[config.mk]
export PLATFORM = sky130hd
export DESIGN_NAME = drive_command_slew_limiter_core_flat
export DESIGN_NICKNAME = d
export VERILOG_FILES = /design/src/hw/rtl/dcsl_pkg.sv /design/src/hw/rtl/dcsl_in_if.sv /design/src/hw/rtl/dcsl_out_if.sv /design/src/hw/rtl/dcsl_cfg_if.sv /design/src/hw/rtl/drive_command_slew_limiter_core.sv /design/src/flat_wrapper.sv
export SDC_FILE = /design/constraint.sdc
export NUM_CORES = 2
export LEC_CHECK = 0
export BUFFER_PORTS_ARGS = -buffer_cell sky130_fd_sc_hd__buf_4
export CORE_MARGIN = 3
export CORE_UTILIZATION = 45
export CTS_CLUSTER_DIAMETER = 120
export DETAILED_ROUTE_END_ITERATION = 12
export GPL_ROUTABILITY_DRIVEN = 0
export GPL_TIMING_DRIVEN = 0
export PLACE_DENSITY = 0.61
export SLEW_MARGIN = 20
export SYNTH_ARGS = -nofsm -noshare
export SYNTH_HDL_FRONTEND = slang
export SYNTH_SLANG_ARGS = --single-unit
[constraint.sdc]
create_clock -name clk -period 23.3 [get_ports clk]
set_input_delay 2.33 -clock clk [delete_from_list [all_inputs] [get_ports clk]]
set_output_delay 2.33 -clock clk [all_outputs]
set_load 0.005 [all_outputs]
[src/hw/rtl/dcsl_pkg.sv]
// Package for the drive command slew limiter: field types, register codes,
// reset values and the constants of the fixed-point datapath.
// Depends on nothing; every other file in hw/rtl imports it.
package dcsl_pkg;

	// Field widths.
	localparam int unsigned CMD_W = 16;
	localparam int unsigned MAG_W = 16;
	localparam int unsigned CFG_W = 15;
	localparam int unsigned IDX_W = 3;

	// Axis values are Q1.14, so a product with a Q7.8 limit drops 14 bits.
	localparam int unsigned Q14_SHIFT = 14;

	// Update steps per second of the command loop.
	localparam int unsigned STEPS_PER_SECOND = 200;

	// Step quotient floor(x / STEPS_PER_SECOND) for x below 2**MAG_W is taken
	// as (x * RECIP_MULT) >> RECIP_SHIFT, exact over that whole range.
	localparam int unsigned RECIP_SHIFT = MAG_W + $clog2(STEPS_PER_SECOND);
	localparam longint unsigned RECIP_MULT =
		((64'd1 << RECIP_SHIFT) + STEPS_PER_SECOND - 1) / STEPS_PER_SECOND;
	localparam int unsigned RECIP_W = $clog2(RECIP_MULT + 1);
	localparam int unsigned RPROD_W = MAG_W + RECIP_W;
	localparam int unsigned STEP_W = $clog2(((2 ** MAG_W) - 1) / STEPS_PER_SECOND + 1);

	// Saturation bounds of a signed command, as magnitudes.
	localparam logic [MAG_W:0] POS_SAT = (MAG_W + 1)'(32767);
	localparam logic [MAG_W:0] NEG_SAT = (MAG_W + 1)'(32768);

	// Register reset values.
	localparam logic [CFG_W-1:0] RST_MAX_SPEED = CFG_W'(2560);
	localparam logic [CFG_W-1:0] RST_MAX_ANGLE = CFG_W'(6400);
	localparam logic [CFG_W-1:0] RST_MAX_ANGLE_FAST = CFG_W'(5120);
	localparam logic [CFG_W-1:0] RST_RATE = CFG_W'(1024);

	typedef logic signed [CMD_W-1:0] axis_t;
	typedef logic signed [CMD_W-1:0] cmd_t;
	typedef logic [CFG_W-1:0] cfg_val_t;

	// Register indexes of the configuration port.
	typedef enum logic [IDX_W-1:0] {
		REG_MAX_SPEED_FWD  = 3'd0,
		REG_MAX_SPEED_REV  = 3'd1,
		REG_MAX_ANGLE_R    = 3'd2,
		REG_MAX_ANGLE_L    = 3'd3,
		REG_MAX_ANGLE_FAST = 3'd4,
		REG_ACCEL_FWD      = 3'd5,
		REG_ACCEL_REV      = 3'd6,
		REG_STEER_RATE     = 3'd7
	} cfg_idx_t;

endpackage

[src/hw/rtl/dcsl_in_if.sv]
// Input channel of the slew limiter: one item holds the two joystick axes.
// Depends on dcsl_pkg.
interface dcsl_in_if import dcsl_pkg::*; ();
	logic  valid;
	logic  ready;
	axis_t speed_axis;
	axis_t steer_axis;

	modport source (output valid, output speed_axis, output steer_axis, input ready);
	modport sink (input valid, input speed_axis, input steer_axis, output ready);
endinterface

[src/hw/rtl/dcsl_out_if.sv]
// Output channel of the slew limiter: one item holds the new speed and
// steering commands. Depends on dcsl_pkg.
interface dcsl_out_if import dcsl_pkg::*; ();
	logic valid;
	logic ready;
	cmd_t speed_cmd;
	cmd_t steer_cmd;

	modport source (output valid, output speed_cmd, output steer_cmd, input ready);
	modport sink (input valid, input speed_cmd, input steer_cmd, output ready);
endinterface

[src/hw/rtl/dcsl_cfg_if.sv]
// Configuration write channel of the slew limiter: register index and data.
// Depends on dcsl_pkg.
interface dcsl_cfg_if import dcsl_pkg::*; ();
	logic     valid;
	logic     ready;
	cfg_idx_t index;
	cfg_val_t data;

	modport source (output valid, output index, output data, input ready);
	modport sink (input valid, input index, input data, output ready);
endinterface

[src/hw/rtl/drive_command_slew_limiter_core.sv]
// Drive command slew limiter: five-stage pipeline from joystick axes to
// rate-limited, saturated speed and steering commands.
// Depends on dcsl_pkg, dcsl_in_if, dcsl_out_if and dcsl_cfg_if.
//
// Usage:
//   cmd_in  carries one item per joystick sample: speed_axis and steer_axis,
//           signed Q1.14. An item is taken when valid and ready are high.
//   cmd_out carries one item per input item: speed_cmd and steer_cmd, signed
//           Q7.8. The steering command has the opposite sign of its axis.
//   cfg     writes one of eight 15-bit Q7.8 limit and rate registers; it is
//           always ready. Write it only while no item is in flight.
// An accepted item is registered in stages 1 to 5 in turn, and stage 5
// drives cmd_out. Throughput is one item per cycle while cmd_out is
// ready: the speed command loop closes within stage 4 and the steering
// loop within stage 5, with the multiplications in stages 2 and 3 ahead.
// Each stage holds its item until the next one frees, so a stalled receiver
// only blocks input once every stage is full; bubbles are closed up.
// Reset empties the pipeline, clears both commands to zero and loads the
// register reset values.
module drive_command_slew_limiter_core import dcsl_pkg::*; (
	input logic            clk,
	input logic            arst_n,
	dcsl_in_if.sink        cmd_in,
	dcsl_out_if.source     cmd_out,
	dcsl_cfg_if.sink       cfg
);

	// Magnitude of a 16-bit two's complement value; the most negative one
	// gives 32768.
	function automatic logic [MAG_W:0] mag17(input cmd_t v);
		logic [MAG_W:0] ext;
		ext = {1'b0, v};
		return v[CMD_W-1] ? ((MAG_W + 1)'(2 ** MAG_W) - ext) : ext;
	endfunction

	// New magnitude is the smaller of old magnitude plus step and the
	// ceiling; then it is signed and saturated.
	function automatic cmd_t limit_sign(input logic [STEP_W-1:0] step, input cmd_t old,
			input logic [MAG_W-1:0] ceil_lim, input logic neg);
		logic [MAG_W:0] sum;
		logic [MAG_W:0] m;
		sum = (MAG_W + 1)'(step) + mag17(old);
		m = (sum > {1'b0, ceil_lim}) ? {1'b0, ceil_lim} : sum;
		if (neg) begin
			if (m > NEG_SAT) begin
				m = NEG_SAT;
			end
			return CMD_W'((MAG_W + 1)'(2 ** MAG_W) - m);
		end
		if (m > POS_SAT) begin
			m = POS_SAT;
		end
		return m[CMD_W-1:0];
	endfunction

	// Configuration registers.
	cfg_val_t max_speed_fwd_q, max_speed_rev_q;
	cfg_val_t max_angle_r_q, max_angle_l_q, max_angle_fast_q;
	cfg_val_t accel_fwd_q, accel_rev_q, steer_rate_q;

	// Stage valids and advance enables.
	logic v1, v2, v3, v4, v5;
	logic en1, en2, en3, en4, en5;

	// Stage 1: input register.
	axis_t speed_axis_s1, steer_axis_s1;

	// Stage 2: products scaled back to Q7.8.
	logic [MAG_W-1:0] s_pre_s2, s_ceil_s2, t_pre_s2, t_dir_ceil_s2, t_fast_ceil_s2;
	logic             s_neg_s2, t_pos_s2;

	// Stage 3: step quotients.
	logic [STEP_W-1:0] s_step_s3, t_step_s3;
	logic [MAG_W-1:0]  s_ceil_s3, t_dir_ceil_s3, t_fast_ceil_s3;
	logic              s_neg_s3, t_pos_s3;

	// Stage 4: speed command, which is also the speed state.
	cmd_t              speed_s4;
	logic [STEP_W-1:0] t_step_s4;
	logic [MAG_W-1:0]  t_dir_ceil_s4, t_fast_ceil_s4;
	logic              t_pos_s4;

	// Stage 5: output register; steer_s5 is also the steering state.
	cmd_t speed_s5, steer_s5;

	// Stage 2 combinational signals.
	logic [MAG_W:0]   s_mag, t_mag;
	logic             s_pos, s_neg, t_pos;
	cfg_val_t         accel_sel, vmax_sel, adir_sel;
	logic [31:0]      s_step_prod, s_ceil_prod, t_step_prod, t_dir_prod, t_fast_prod;

	// Stage 3 combinational signals.
	logic [RPROD_W-1:0] s_rprod, t_rprod;

	// Stage 5 combinational signals.
	logic [MAG_W:0]   v_mag;
	cfg_val_t         vmax_now;
	logic [MAG_W+2:0] v_mag_x5, vmax_x4;
	logic             fast;
	logic [MAG_W-1:0] amax_sel;

	// Configuration writes.
	assign cfg.ready = 1'b1;

	always_ff @(posedge clk or negedge arst_n) begin
		if (!arst_n) begin
			max_speed_fwd_q  <= RST_MAX_SPEED;
			max_speed_rev_q  <= RST_MAX_SPEED;
			max_angle_r_q    <= RST_MAX_ANGLE;
			max_angle_l_q    <= RST_MAX_ANGLE;
			max_angle_fast_q <= RST_MAX_ANGLE_FAST;
			accel_fwd_q      <= RST_RATE;
			accel_rev_q      <= RST_RATE;
			steer_rate_q     <= RST_RATE;
		end else if (cfg.valid) begin
			unique case (cfg.index)
				REG_MAX_SPEED_FWD:  max_speed_fwd_q  <= cfg.data;
				REG_MAX_SPEED_REV:  max_speed_rev_q  <= cfg.data;
				REG_MAX_ANGLE_R:    max_angle_r_q    <= cfg.data;
				REG_MAX_ANGLE_L:    max_angle_l_q    <= cfg.data;
				REG_MAX_ANGLE_FAST: max_angle_fast_q <= cfg.data;
				REG_ACCEL_FWD:      accel_fwd_q      <= cfg.data;
				REG_ACCEL_REV:      accel_rev_q      <= cfg.data;
				REG_STEER_RATE:     steer_rate_q     <= cfg.data;
			endcase
		end
	end

	// A stage moves when the one after it is empty or moving too.
	always_comb begin
		en5 = !v5 || cmd_out.ready;
		en4 = !v4 || en5;
		en3 = !v3 || en4;
		en2 = !v2 || en3;
		en1 = !v1 || en2;
	end

	assign cmd_in.ready = en1;

	always_ff @(posedge clk or negedge arst_n) begin
		if (!arst_n) begin
			v1 <= 1'b0;
			v2 <= 1'b0;
			v3 <= 1'b0;
			v4 <= 1'b0;
			v5 <= 1'b0;
		end else begin
			if (en1) begin
				v1 <= cmd_in.valid;
			end
			if (en2) begin
				v2 <= v1;
			end
			if (en3) begin
				v3 <= v2;
			end
			if (en4) begin
				v4 <= v3;
			end
			if (en5) begin
				v5 <= v4;
			end
		end
	end

	// Stage 1: capture the axes.
	always_ff @(posedge clk) begin
		if (en1 && cmd_in.valid) begin
			speed_axis_s1 <= cmd_in.speed_axis;
			steer_axis_s1 <= cmd_in.steer_axis;
		end
	end

	// Stage 2: select limits by axis sign and form the five products.
	always_comb begin
		s_mag = mag17(speed_axis_s1);
		t_mag = mag17(steer_axis_s1);
		s_neg = speed_axis_s1[CMD_W-1];
		s_pos = !s_neg && (speed_axis_s1 != '0);
		t_pos = !steer_axis_s1[CMD_W-1] && (steer_axis_s1 != '0);
		accel_sel = s_pos ? accel_fwd_q : accel_rev_q;
		vmax_sel = s_pos ? max_speed_fwd_q : max_speed_rev_q;
		adir_sel = t_pos ? max_angle_r_q : max_angle_l_q;
		s_step_prod = 32'(s_mag) * 32'(accel_sel);
		s_ceil_prod = 32'(s_mag) * 32'(vmax_sel);
		t_step_prod = 32'(t_mag) * 32'(steer_rate_q);
		t_dir_prod = 32'(t_mag) * 32'(adir_sel);
		t_fast_prod = 32'(t_mag) * 32'(max_angle_fast_q);
	end

	always_ff @(posedge clk) begin
		if (en2 && v1) begin
			s_pre_s2 <= s_step_prod[Q14_SHIFT +: MAG_W];
			s_ceil_s2 <= s_ceil_prod[Q14_SHIFT +: MAG_W];
			t_pre_s2 <= t_step_prod[Q14_SHIFT +: MAG_W];
			t_dir_ceil_s2 <= t_dir_prod[Q14_SHIFT +: MAG_W];
			t_fast_ceil_s2 <= t_fast_prod[Q14_SHIFT +: MAG_W];
			s_neg_s2 <= s_neg;
			t_pos_s2 <= t_pos;
		end
	end

	// Stage 3: divide the scaled rate products by the steps per second.
	always_comb begin
		s_rprod = RPROD_W'(s_pre_s2) * RPROD_W'(RECIP_MULT);
		t_rprod = RPROD_W'(t_pre_s2) * RPROD_W'(RECIP_MULT);
	end

	always_ff @(posedge clk) begin
		if (en3 && v2) begin
			s_step_s3 <= s_rprod[RECIP_SHIFT +: STEP_W];
			t_step_s3 <= t_rprod[RECIP_SHIFT +: STEP_W];
			s_ceil_s3 <= s_ceil_s2;
			t_dir_ceil_s3 <= t_dir_ceil_s2;
			t_fast_ceil_s3 <= t_fast_ceil_s2;
			s_neg_s3 <= s_neg_s2;
			t_pos_s3 <= t_pos_s2;
		end
	end

	// Stage 4: speed update against the last speed command.
	always_ff @(posedge clk or negedge arst_n) begin
		if (!arst_n) begin
			speed_s4 <= '0;
		end else if (en4 && v3) begin
			speed_s4 <= limit_sign(s_step_s3, speed_s4, s_ceil_s3, s_neg_s3);
		end
	end

	always_ff @(posedge clk) begin
		if (en4 && v3) begin
			t_step_s4 <= t_step_s3;
			t_dir_ceil_s4 <= t_dir_ceil_s3;
			t_fast_ceil_s4 <= t_fast_ceil_s3;
			t_pos_s4 <= t_pos_s3;
		end
	end

	// Stage 5: near top speed the steering ceiling drops to the fast limit.
	always_comb begin
		v_mag = mag17(speed_s4);
		vmax_now = speed_s4[CMD_W-1] ? max_speed_rev_q : max_speed_fwd_q;
		v_mag_x5 = {v_mag, 2'b00} + (MAG_W + 3)'(v_mag);
		vmax_x4 = (MAG_W + 3)'({vmax_now, 2'b00});
		fast = (speed_s4 != '0) && (v_mag_x5 >= vmax_x4);
		amax_sel = fast ? t_fast_ceil_s4 : t_dir_ceil_s4;
	end

	always_ff @(posedge clk or negedge arst_n) begin
		if (!arst_n) begin
			steer_s5 <= '0;
		end else if (en5 && v4) begin
			steer_s5 <= limit_sign(t_step_s4, steer_s5, amax_sel, t_pos_s4);
		end
	end

	always_ff @(posedge clk) begin
		if (en5 && v4) begin
			speed_s5 <= speed_s4;
		end
	end

	assign cmd_out.valid = v5;
	assign cmd_out.speed_cmd = speed_s5;
	assign cmd_out.steer_cmd = steer_s5;

`ifndef SYNTHESIS
	// The speed state moves only when an item enters stage 4.
	a_speed_hold: assert property (@(posedge clk) disable iff (!arst_n)
		!(en4 && v3) |=> $stable(speed_s4))
		else $error("speed state changed without an item");

	// The steering state moves only when an item enters stage 5.
	a_steer_hold: assert property (@(posedge clk) disable iff (!arst_n)
		!(en5 && v4) |=> $stable(steer_s5))
		else $error("steering state changed without an item");

	// With the output stage empty the whole pipeline can move.
	a_ready_free: assert property (@(posedge clk) disable iff (!arst_n)
		!v5 |-> cmd_in.ready)
		else $error("input stalled with an empty output stage");
`endif

endmodule
[src/flat_wrapper.sv]
// flat-port wrapper written by rule: the top's interface ports become plain ports
module drive_command_slew_limiter_core_flat import dcsl_pkg::*;
  (clk, arst_n, cmd_in_valid, cmd_in_speed_axis, cmd_in_steer_axis, cmd_in_ready, cmd_out_valid, cmd_out_speed_cmd, cmd_out_steer_cmd, cmd_out_ready, cfg_valid, cfg_index, cfg_data, cfg_ready);
  dcsl_in_if cmd_in_i ();
  dcsl_out_if cmd_out_i ();
  dcsl_cfg_if cfg_i ();
  input logic clk;
  input logic arst_n;
  input wire logic [$bits(cmd_in_i.valid)-1:0] cmd_in_valid;
  input wire logic [$bits(cmd_in_i.speed_axis)-1:0] cmd_in_speed_axis;
  input wire logic [$bits(cmd_in_i.steer_axis)-1:0] cmd_in_steer_axis;
  output wire logic [$bits(cmd_in_i.ready)-1:0] cmd_in_ready;
  output wire logic [$bits(cmd_out_i.valid)-1:0] cmd_out_valid;
  output wire logic [$bits(cmd_out_i.speed_cmd)-1:0] cmd_out_speed_cmd;
  output wire logic [$bits(cmd_out_i.steer_cmd)-1:0] cmd_out_steer_cmd;
  input wire logic [$bits(cmd_out_i.ready)-1:0] cmd_out_ready;
  input wire logic [$bits(cfg_i.valid)-1:0] cfg_valid;
  input wire logic [$bits(cfg_i.index)-1:0] cfg_index;
  input wire logic [$bits(cfg_i.data)-1:0] cfg_data;
  output wire logic [$bits(cfg_i.ready)-1:0] cfg_ready;
  assign cmd_in_i.valid = cmd_in_valid;
  assign cmd_in_i.speed_axis = cmd_in_speed_axis;
  assign cmd_in_i.steer_axis = cmd_in_steer_axis;
  assign cmd_in_ready = cmd_in_i.ready;
  assign cmd_out_valid = cmd_out_i.valid;
  assign cmd_out_speed_cmd = cmd_out_i.speed_cmd;
  assign cmd_out_steer_cmd = cmd_out_i.steer_cmd;
  assign cmd_out_i.ready = cmd_out_ready;
  assign cfg_i.valid = cfg_valid;
  assign cfg_i.index = cfg_index;
  assign cfg_i.data = cfg_data;
  assign cfg_ready = cfg_i.ready;
  drive_command_slew_limiter_core u_core (.clk(clk), .arst_n(arst_n), .cmd_in(cmd_in_i), .cmd_out(cmd_out_i), .cfg(cfg_i));
endmodule
# Word level (Yosys, flattened, before mapping)
# Cells that the tools add are included.
word_totals:
  reg_bits: 397
  inputBits: 55
  output_inout_bits: 35
  word_cells: 129
op_classes:
  addsub: 9
  mul: 7
  order_cmp: 7
  eq_ne: 7
  n_mux: 31
  n_reduce_logical: 32
ops:
  columns: ["op", "count"]
  rows:
  - ["$mux 17", 16]
  - ["$mul 17x15->30", 5]
  - ["$mux 16", 7]
  - ["$sub 17x16->17 const A", 4]
  - ["$mul 16x17->33 const B", 2]
  - ["$mux 15", 4]
  - ["$reduce_bool 16->1", 3]
  - ["$add 9x17->17", 2]
  - ["$gt 17x15->1 const B", 2]
  - ["$gt 17x16->1", 2]
  - ["$gt 17x16->1 const B", 2]
  - ["$sub 1x16->16 const A", 2]
  - ["$add 19x17->19", 1]
  - ["$ge 19x17->1", 1]
  - ["$reduce_and 2->1", 8]
  - ["$eq 3x3->1 const B", 4]
  - ["$logic_and 1x1->1", 8]
  - ["$logic_not 1->1", 7]
  - ["$eq 3x2->1 const B", 2]
  - ["$logic_or 1x1->1", 5]
  - ["$mux 1", 4]
  - ["$eq 3x1->1 const B", 1]
  - ["$logic_not 3->1", 1]

# Depth between registers and ports, before layout
logic_depth:
  depth_word: 17
  ltp_mapped: 47
  mapped_depth_nobuf: 44

# Least setup slack after synthesis
# OpenSTA, ideal clock, no wires.
synth_path:
  kind: "register to register"
  start: "register u_core.speed_s4[15]"
  end: "register u_core.steer_s5[6] (netlist: u_core.cmd_out.steer_cmd[6])"
  setup_time_ns: 0.099
  arrival_time_ns: 9.353
  t_required_ns: 23.201
  path_slack_ns: 13.847
  path_stages_with_launch: 44
  path_buffers: 5
  period_less_slack_ns: 9.453
  cell_sequence: "dfrtp_1 buf_2 buf_1 o21ai_0 xnor2_1 fa_1 a21o_1 a21oi_1 o21bai_1 a21o_1 maj3_1 a21oi_1 a21oi_1 o21ai_0 o21ai_0 a21o_1 a21oi_1 xnor2_1 (+8 left out) ha_1 a211o_1 o211ai_1 a21oi_1 o41ai_1 clkbuf_1 mux2_4 a21oi_4 a41o_1 buf_4 o211ai_1 ha_1 inv_1 a21oi_1 nand2_1 nand2_1 a31o_1 a311oi_1"
synth_between:
  elab_chain_cells: 17
  elab_cells_between_ends: 21
  cone_classes: "add/sub: 3; order compare: 4; mux: 12; reduce/logical: 2"
synth_rtl:
  columns: ["element", "line", "source"]
  rows:
  - ["start, declared", "drive_command_slew_limiter_core.sv:78", "cmd_t speed_s4;"]
  - ["start signal, assigned", "drive_command_slew_limiter_core.sv:226", "speed_s4 <= limit_sign(s_step_s3, speed_s4, s_ceil_s3, s_neg_s3);"]
  - ["$sub 17x16->17", "drive_command_slew_limiter_core.sv:33", "return v[CMD_W-1] ? ((MAG_W + 1)'(2 ** MAG_W) - ext) : ext;"]
  - ["$mux 17", "drive_command_slew_limiter_core.sv:33", null]
  - ["$add 19x17->19", "drive_command_slew_limiter_core.sv:243", "v_mag_x5 = {v_mag, 2'b00} + (MAG_W + 3)'(v_mag);"]
  - ["$ge 19x17->1", "drive_command_slew_limiter_core.sv:245", "fast = (speed_s4 != '0) && (v_mag_x5 >= vmax_x4);"]
  - ["$logic_and 1x1->1 *", "drive_command_slew_limiter_core.sv:245", null]
  - ["$mux 16 *", "drive_command_slew_limiter_core.sv:246", "amax_sel = fast ? t_fast_ceil_s4 : t_dir_ceil_s4;"]
  - ["$gt 17x16->1", "drive_command_slew_limiter_core.sv:43", "m = (sum > {1'b0, ceil_lim}) ? {1'b0, ceil_lim} : sum;"]
  - ["$mux 17 *", "drive_command_slew_limiter_core.sv:43", null]
  - ["$gt 17x16->1", "drive_command_slew_limiter_core.sv:45", "if (m > NEG_SAT) begin"]
  - ["$mux 17", "drive_command_slew_limiter_core.sv:45", null]
  - ["$mux 17", "drive_command_slew_limiter_core.sv:44", "if (neg) begin"]
  - ["$mux 17", "drive_command_slew_limiter_core.sv:252", "end else if (en5 && v4) begin"]
  - ["$mux 17", "drive_command_slew_limiter_core.sv:44", null]
  - ["$mux 17", "drive_command_slew_limiter_core.sv:252", null]
  - ["$gt 17x15->1", "drive_command_slew_limiter_core.sv:50", "if (m > POS_SAT) begin"]
  - ["$mux 16", "drive_command_slew_limiter_core.sv:50", null]
  - ["$mux 16 *", "drive_command_slew_limiter_core.sv:50", null]
  - ["end signal, assigned", "drive_command_slew_limiter_core.sv:253", "steer_s5 <= limit_sign(t_step_s4, steer_s5, amax_sel, t_pos_s4);"]
  - ["end, declared", "drive_command_slew_limiter_core.sv:84", "cmd_t speed_s5, steer_s5;"]
# Every way passes the cells marked *; elsewhere a longest branch is shown, timed or not. The select of a mux whose other input is x is not followed.
# A chain may end at the register's enable or synchronous reset.

# Worst setup path after layout
layout_path:
  start: "register u_core.steer_axis_s1[0]"
  end: "register u_core.t_dir_ceil_s2[15] (data pin)"
layout_between:
  elab_chain_cells: 4
  elab_cells_between_ends: 6
  cone_classes: "add/sub: 1; mul: 1; mux: 2; reduce/logical: 2"
layout_rtl:
  columns: ["element", "line", "source"]
  rows:
  - ["start, declared", "drive_command_slew_limiter_core.sv:66", "axis_t speed_axis_s1, steer_axis_s1;"]
  - ["start signal, assigned", "drive_command_slew_limiter_core.sv:170", "steer_axis_s1 <= cmd_in.steer_axis;"]
  - ["$reduce_bool 16->1", "drive_command_slew_limiter_core.sv:180", "t_pos = !steer_axis_s1[CMD_W-1] && (steer_axis_s1 != '0);"]
  - ["$logic_and 1x1->1", "drive_command_slew_limiter_core.sv:180", null]
  - ["via u_core.t_pos", "drive_command_slew_limiter_core.sv:88", "logic s_pos, s_neg, t_pos;"]
  - ["$mux 15", "drive_command_slew_limiter_core.sv:183", "adir_sel = t_pos ? max_angle_r_q : max_angle_l_q;"]
  - ["$mul 17x15->30", "drive_command_slew_limiter_core.sv:187", "t_dir_prod = 32'(t_mag) * 32'(adir_sel);"]
  - ["via u_core.t_dir_prod[29]", "drive_command_slew_limiter_core.sv:90", "logic [31:0] s_step_prod, s_ceil_prod, t_step_prod, t_dir_prod, t_fast_prod;"]
  - ["end signal, assigned", "drive_command_slew_limiter_core.sv:196", "t_dir_ceil_s2 <= t_dir_prod[Q14_SHIFT +: MAG_W];"]
  - ["end, declared", "drive_command_slew_limiter_core.sv:69", "logic [MAG_W-1:0] s_pre_s2, s_ceil_s2, t_pre_s2, t_dir_ceil_s2, t_fast_ceil_s2;"]
# The timed path passes the listed nets, and every way through them passes these cells.

==> flow_metrics.py <==
metrics = {
    "outcome": {
        "status": "finished, final reports clean",
    },
    "detailed_routing": {
        "wl_per_cell_microns": 20.0,
        "drtPass1Iterations": 6,
        "routed.top_layer": "met4",
        "drtAntennaViolNets": 0,
        "wl_met2_microns": 76200,
        "wl_met1_microns": 79300,
        "wl_microns": 174000,
        "vias": 46600,
        "drc": 0,
        "wl_met3_microns": 14000,
        "via_per_inst": 5.35,
        "drt_iter0_drc": 3726,
    },
    "finish": {
        "syn_to_final_growth_pct": 7.81,
        "drive_gt1_frac": 0.0642,
        "final_cell_mix": "inv_1 (1240), fa_1 (1152), nand2_1 (809)",
        "final_common_cell": "inv_1",
        "finalNetCount": 8735,
    },
    "clock_tree": {
        "cts.repair.resized": 0,
        "cts_setup_buffers": 0,
        "insertion_delay_ns": 0.65,
        "clkSinkCount": 397,
        "htree_levels": 2,
        "clk_pin_slew_ns": 0.06,
        "hold_buffers": 0,
        "clock_path_buffers": 3,
        "numCtsBuffers": 49,
        "root_buffer": "clkbuf_16",
        "cts_tree": "built",
    },
    "timing": {
        "period_needed_ns": 12.23,
        "hold_viol": 0,
        "max_slew_margin": 0.187,
        "hold_slack_ns": 0.404,
        "fin_crit_sh": 0.525,
        "report.final.setup_viol": 0,
        "fin_ws_ns": 11.07,
        "fmax_mhz": 81.8,
        "tightest_slew_ns": 1.22,
        "rsz0062_at_grt": "no",
        "finClkSkew_ns": 0.0378,
        "maxSlewViolCount": 0,
        "tns_ns": 0,
    },
    "yosys": {
        "yosys_most_used_dff": "edfxtp_1",
        "syn-instance-count": 6561,
        "async_reset_ff_frac": 0.395,
        "ys_warn_count": 0,
        "ys_types": 101,
        "synth-seq-area-share": 0.170,
        "synthesis.area_sq_mm": 0.0655,
        "synth.avg_cell_area_sq_um": 9.99,
        "synth-edff-count": 240,
        "ys_ff_latch": 397,
    },
    "placement": {
        "dp_hpwl_microns": 145000,
        "io_buffers": 84,
        "place_ws_ns": 10.78,
    },
    "setup_path": {
        "cpPeakStageDelay_ns": 0.93,
        "end_kind": "flop",
        "cp_slowest_cell": "a2111oi_1",
        "crit_family": "adder cells",
        "cp-start-kind": "flop",
        "path_class": "reg2reg",
        "cp_num_buf_inv": 7,
        "cp_common_cell": "fa_1",
        "cp.required_ns": 23.65,
        "path_max_fanout": 10,
        "worstPathArrival_ns": 12.58,
    },
    "floorplanning": {
        "die_w_microns": 388,
        "pin_count": 90,
        "start_util": 0.455,
        "fp.coreArea_sq_mm": 0.144,
        "die_y_microns": 388,
        "row_count": 139,
        "die-area_sq_mm": 0.150,
    },
    "global_routing": {
        "grt_use_total": 0.236,
        "grt_pass1_vias": 49200,
        "grt_max_degree": 84,
        "grt_overflow_total": 0,
        "grt_pass1_wl_microns": 278000,
        "antenna_found_initial": 10,
    },
    "min_path": {
        "hold_class": "reg2reg",
    },
    "run": {
        "cap_violations": 0,
    },
}
-- cells in the mapped netlist, drive strengths merged (7+ instances only) --
master / count / area [sq um]
xor2: 65 / 569
or4: 14 / 116
and2: 261 / 1630
nor2b: 37 / 231
a211o: 10 / 87.6
dfstp: 15 / 394
ha: 761 / 9520
nor2: 388 / 1470
mux2i: 53 / 531
edfxtp: 240 / 7210
clkbuf: 214 / 803
a221oi: 7 / 67.6
buf: 24 / 118
dfrtp: 142 / 3550
a31o: 8 / 70.1
mux2: 169 / 1910
o211ai: 17 / 133
a211oi: 28 / 215
a21o: 51 / 383
o21a: 45 / 338
a21boi: 11 / 82.6
o31ai: 26 / 205
inv: 1241 / 4660
o41ai: 15 / 146
nor3: 68 / 373
o21ai: 102 / 522
nor4: 21 / 159
a21oi: 123 / 627
xnor2: 144 / 1260
nand2: 809 / 3040
nand2b: 41 / 257
fa: 1152 / 23100
a31oi: 19 / 125
and3: 19 / 119
or3: 22 / 143
or2: 22 / 138
nand4: 26 / 163
nand3: 54 / 270
-- sequential cells by signal, summed over array words and instances, names as in the netlist, 16 cells and up --
signal,cells
u_core.t_dir_ceil_s4,16
u_core.steer_axis_s1,16
u_core.s_ceil_s2,16
u_core.t_pre_s2,16
u_core.t_dir_ceil_s3,16
u_core.s_pre_s2,16
u_core.t_fast_ceil_s3,16
u_core.t_dir_ceil_s2,16
u_core.t_fast_ceil_s4,16
u_core.t_fast_ceil_s2,16
u_core.speed_axis_s1,16
u_core.cmd_out.speed_cmd,16
u_core.speed_s4,16
u_core.cmd_out.steer_cmd,16
u_core.s_ceil_s3,16
-- per-stage QoR --
step	cells	utilization	instance area, sq um
global route	8710	0.490	70600
CTS	8710	0.490	70600
floorplan	6626	-	65800
finish	8713	0.490	70700
detailed placement	8619	0.478	69000
global placement	8613	0.477	68800
-- metal layers --
layer  global-route usage  vias up
li1                     -    21100
met1                0.347    23700
met2                0.363     1629
met3               0.0395      264
met4               0.0622        0
met5                    0        -
-- logic make-up (layout without fill, tap and decap cells) --
| group | count (synthesis) | count (layout) | share of synthesized area |
|---|---|---|---|
| mux | 222 | 222 | 0.0372 |
| compound gates | 528 | 528 | 0.0548 |
| buf+inv | 1482 | 1663 | 0.0853 |
| simple gates | 1807 | 1807 | 0.127 |
| fa+ha+maj | 1914 | 1914 | 0.497 |
| flops | 397 | 397 | 0.170 |
| xor+xnor | 209 | 209 | 0.0279 |
| other cells | 2 | 70 | 0.000115 |
-- path summary, 6_finish.rpt --
path | start | to | slack [ns] | cells after the start
setup / recovery | u_core.steer_axis_s1[0] | u_core.t_dir_ceil_s2[15] | 11.07 | 32
hold / removal | u_core.t_fast_ceil_s3[3] | u_core.t_fast_ceil_s4[3] | 0.40 | 0
setup reg to reg | u_core.steer_axis_s1[0] | u_core.t_dir_ceil_s2[15] | 11.07 | 32
hold reg to reg | u_core.t_fast_ceil_s3[3] | u_core.t_fast_ceil_s4[3] | 0.40 | 0
max in group asynchronous | arst_n | u_core.accel_rev_q[10] | 20.70 | 2
min in group asynchronous | arst_n | u_core.cmd_out.steer_cmd[5] | 1.64 | 1
-- layout make-up --
class	instances	area (sq um)
fillers	13400	73500
multi-input cells	4747	49100
flip-flops and latches	397	11200
inverters	1244	4670
well taps	1903	2380
clock buffers	64	1320
plain buffers	238	923
repair buffers	90	761
clock inverters	27	304
diodes	3	7.51
-- worst register-to-register path: cells and delay by family (launching register included) --
family | cells | cell delay [ns]
AO/OA/AOI/OAI | 9 | 3.28
XOR/XNOR | 1 | 0.33
adder cells (fa/ha/maj) | 8 | 3.57
buffers and inverters | 7 | 2.76
flip-flops | 1 | 0.47
multiplexers | 1 | 0.71
AND/OR/NAND/NOR | 6 | 0.82
Power is left out: the tool's default activity adds up to more than one toggle a clock period on the data nets, which glitch-free logic cannot reach.
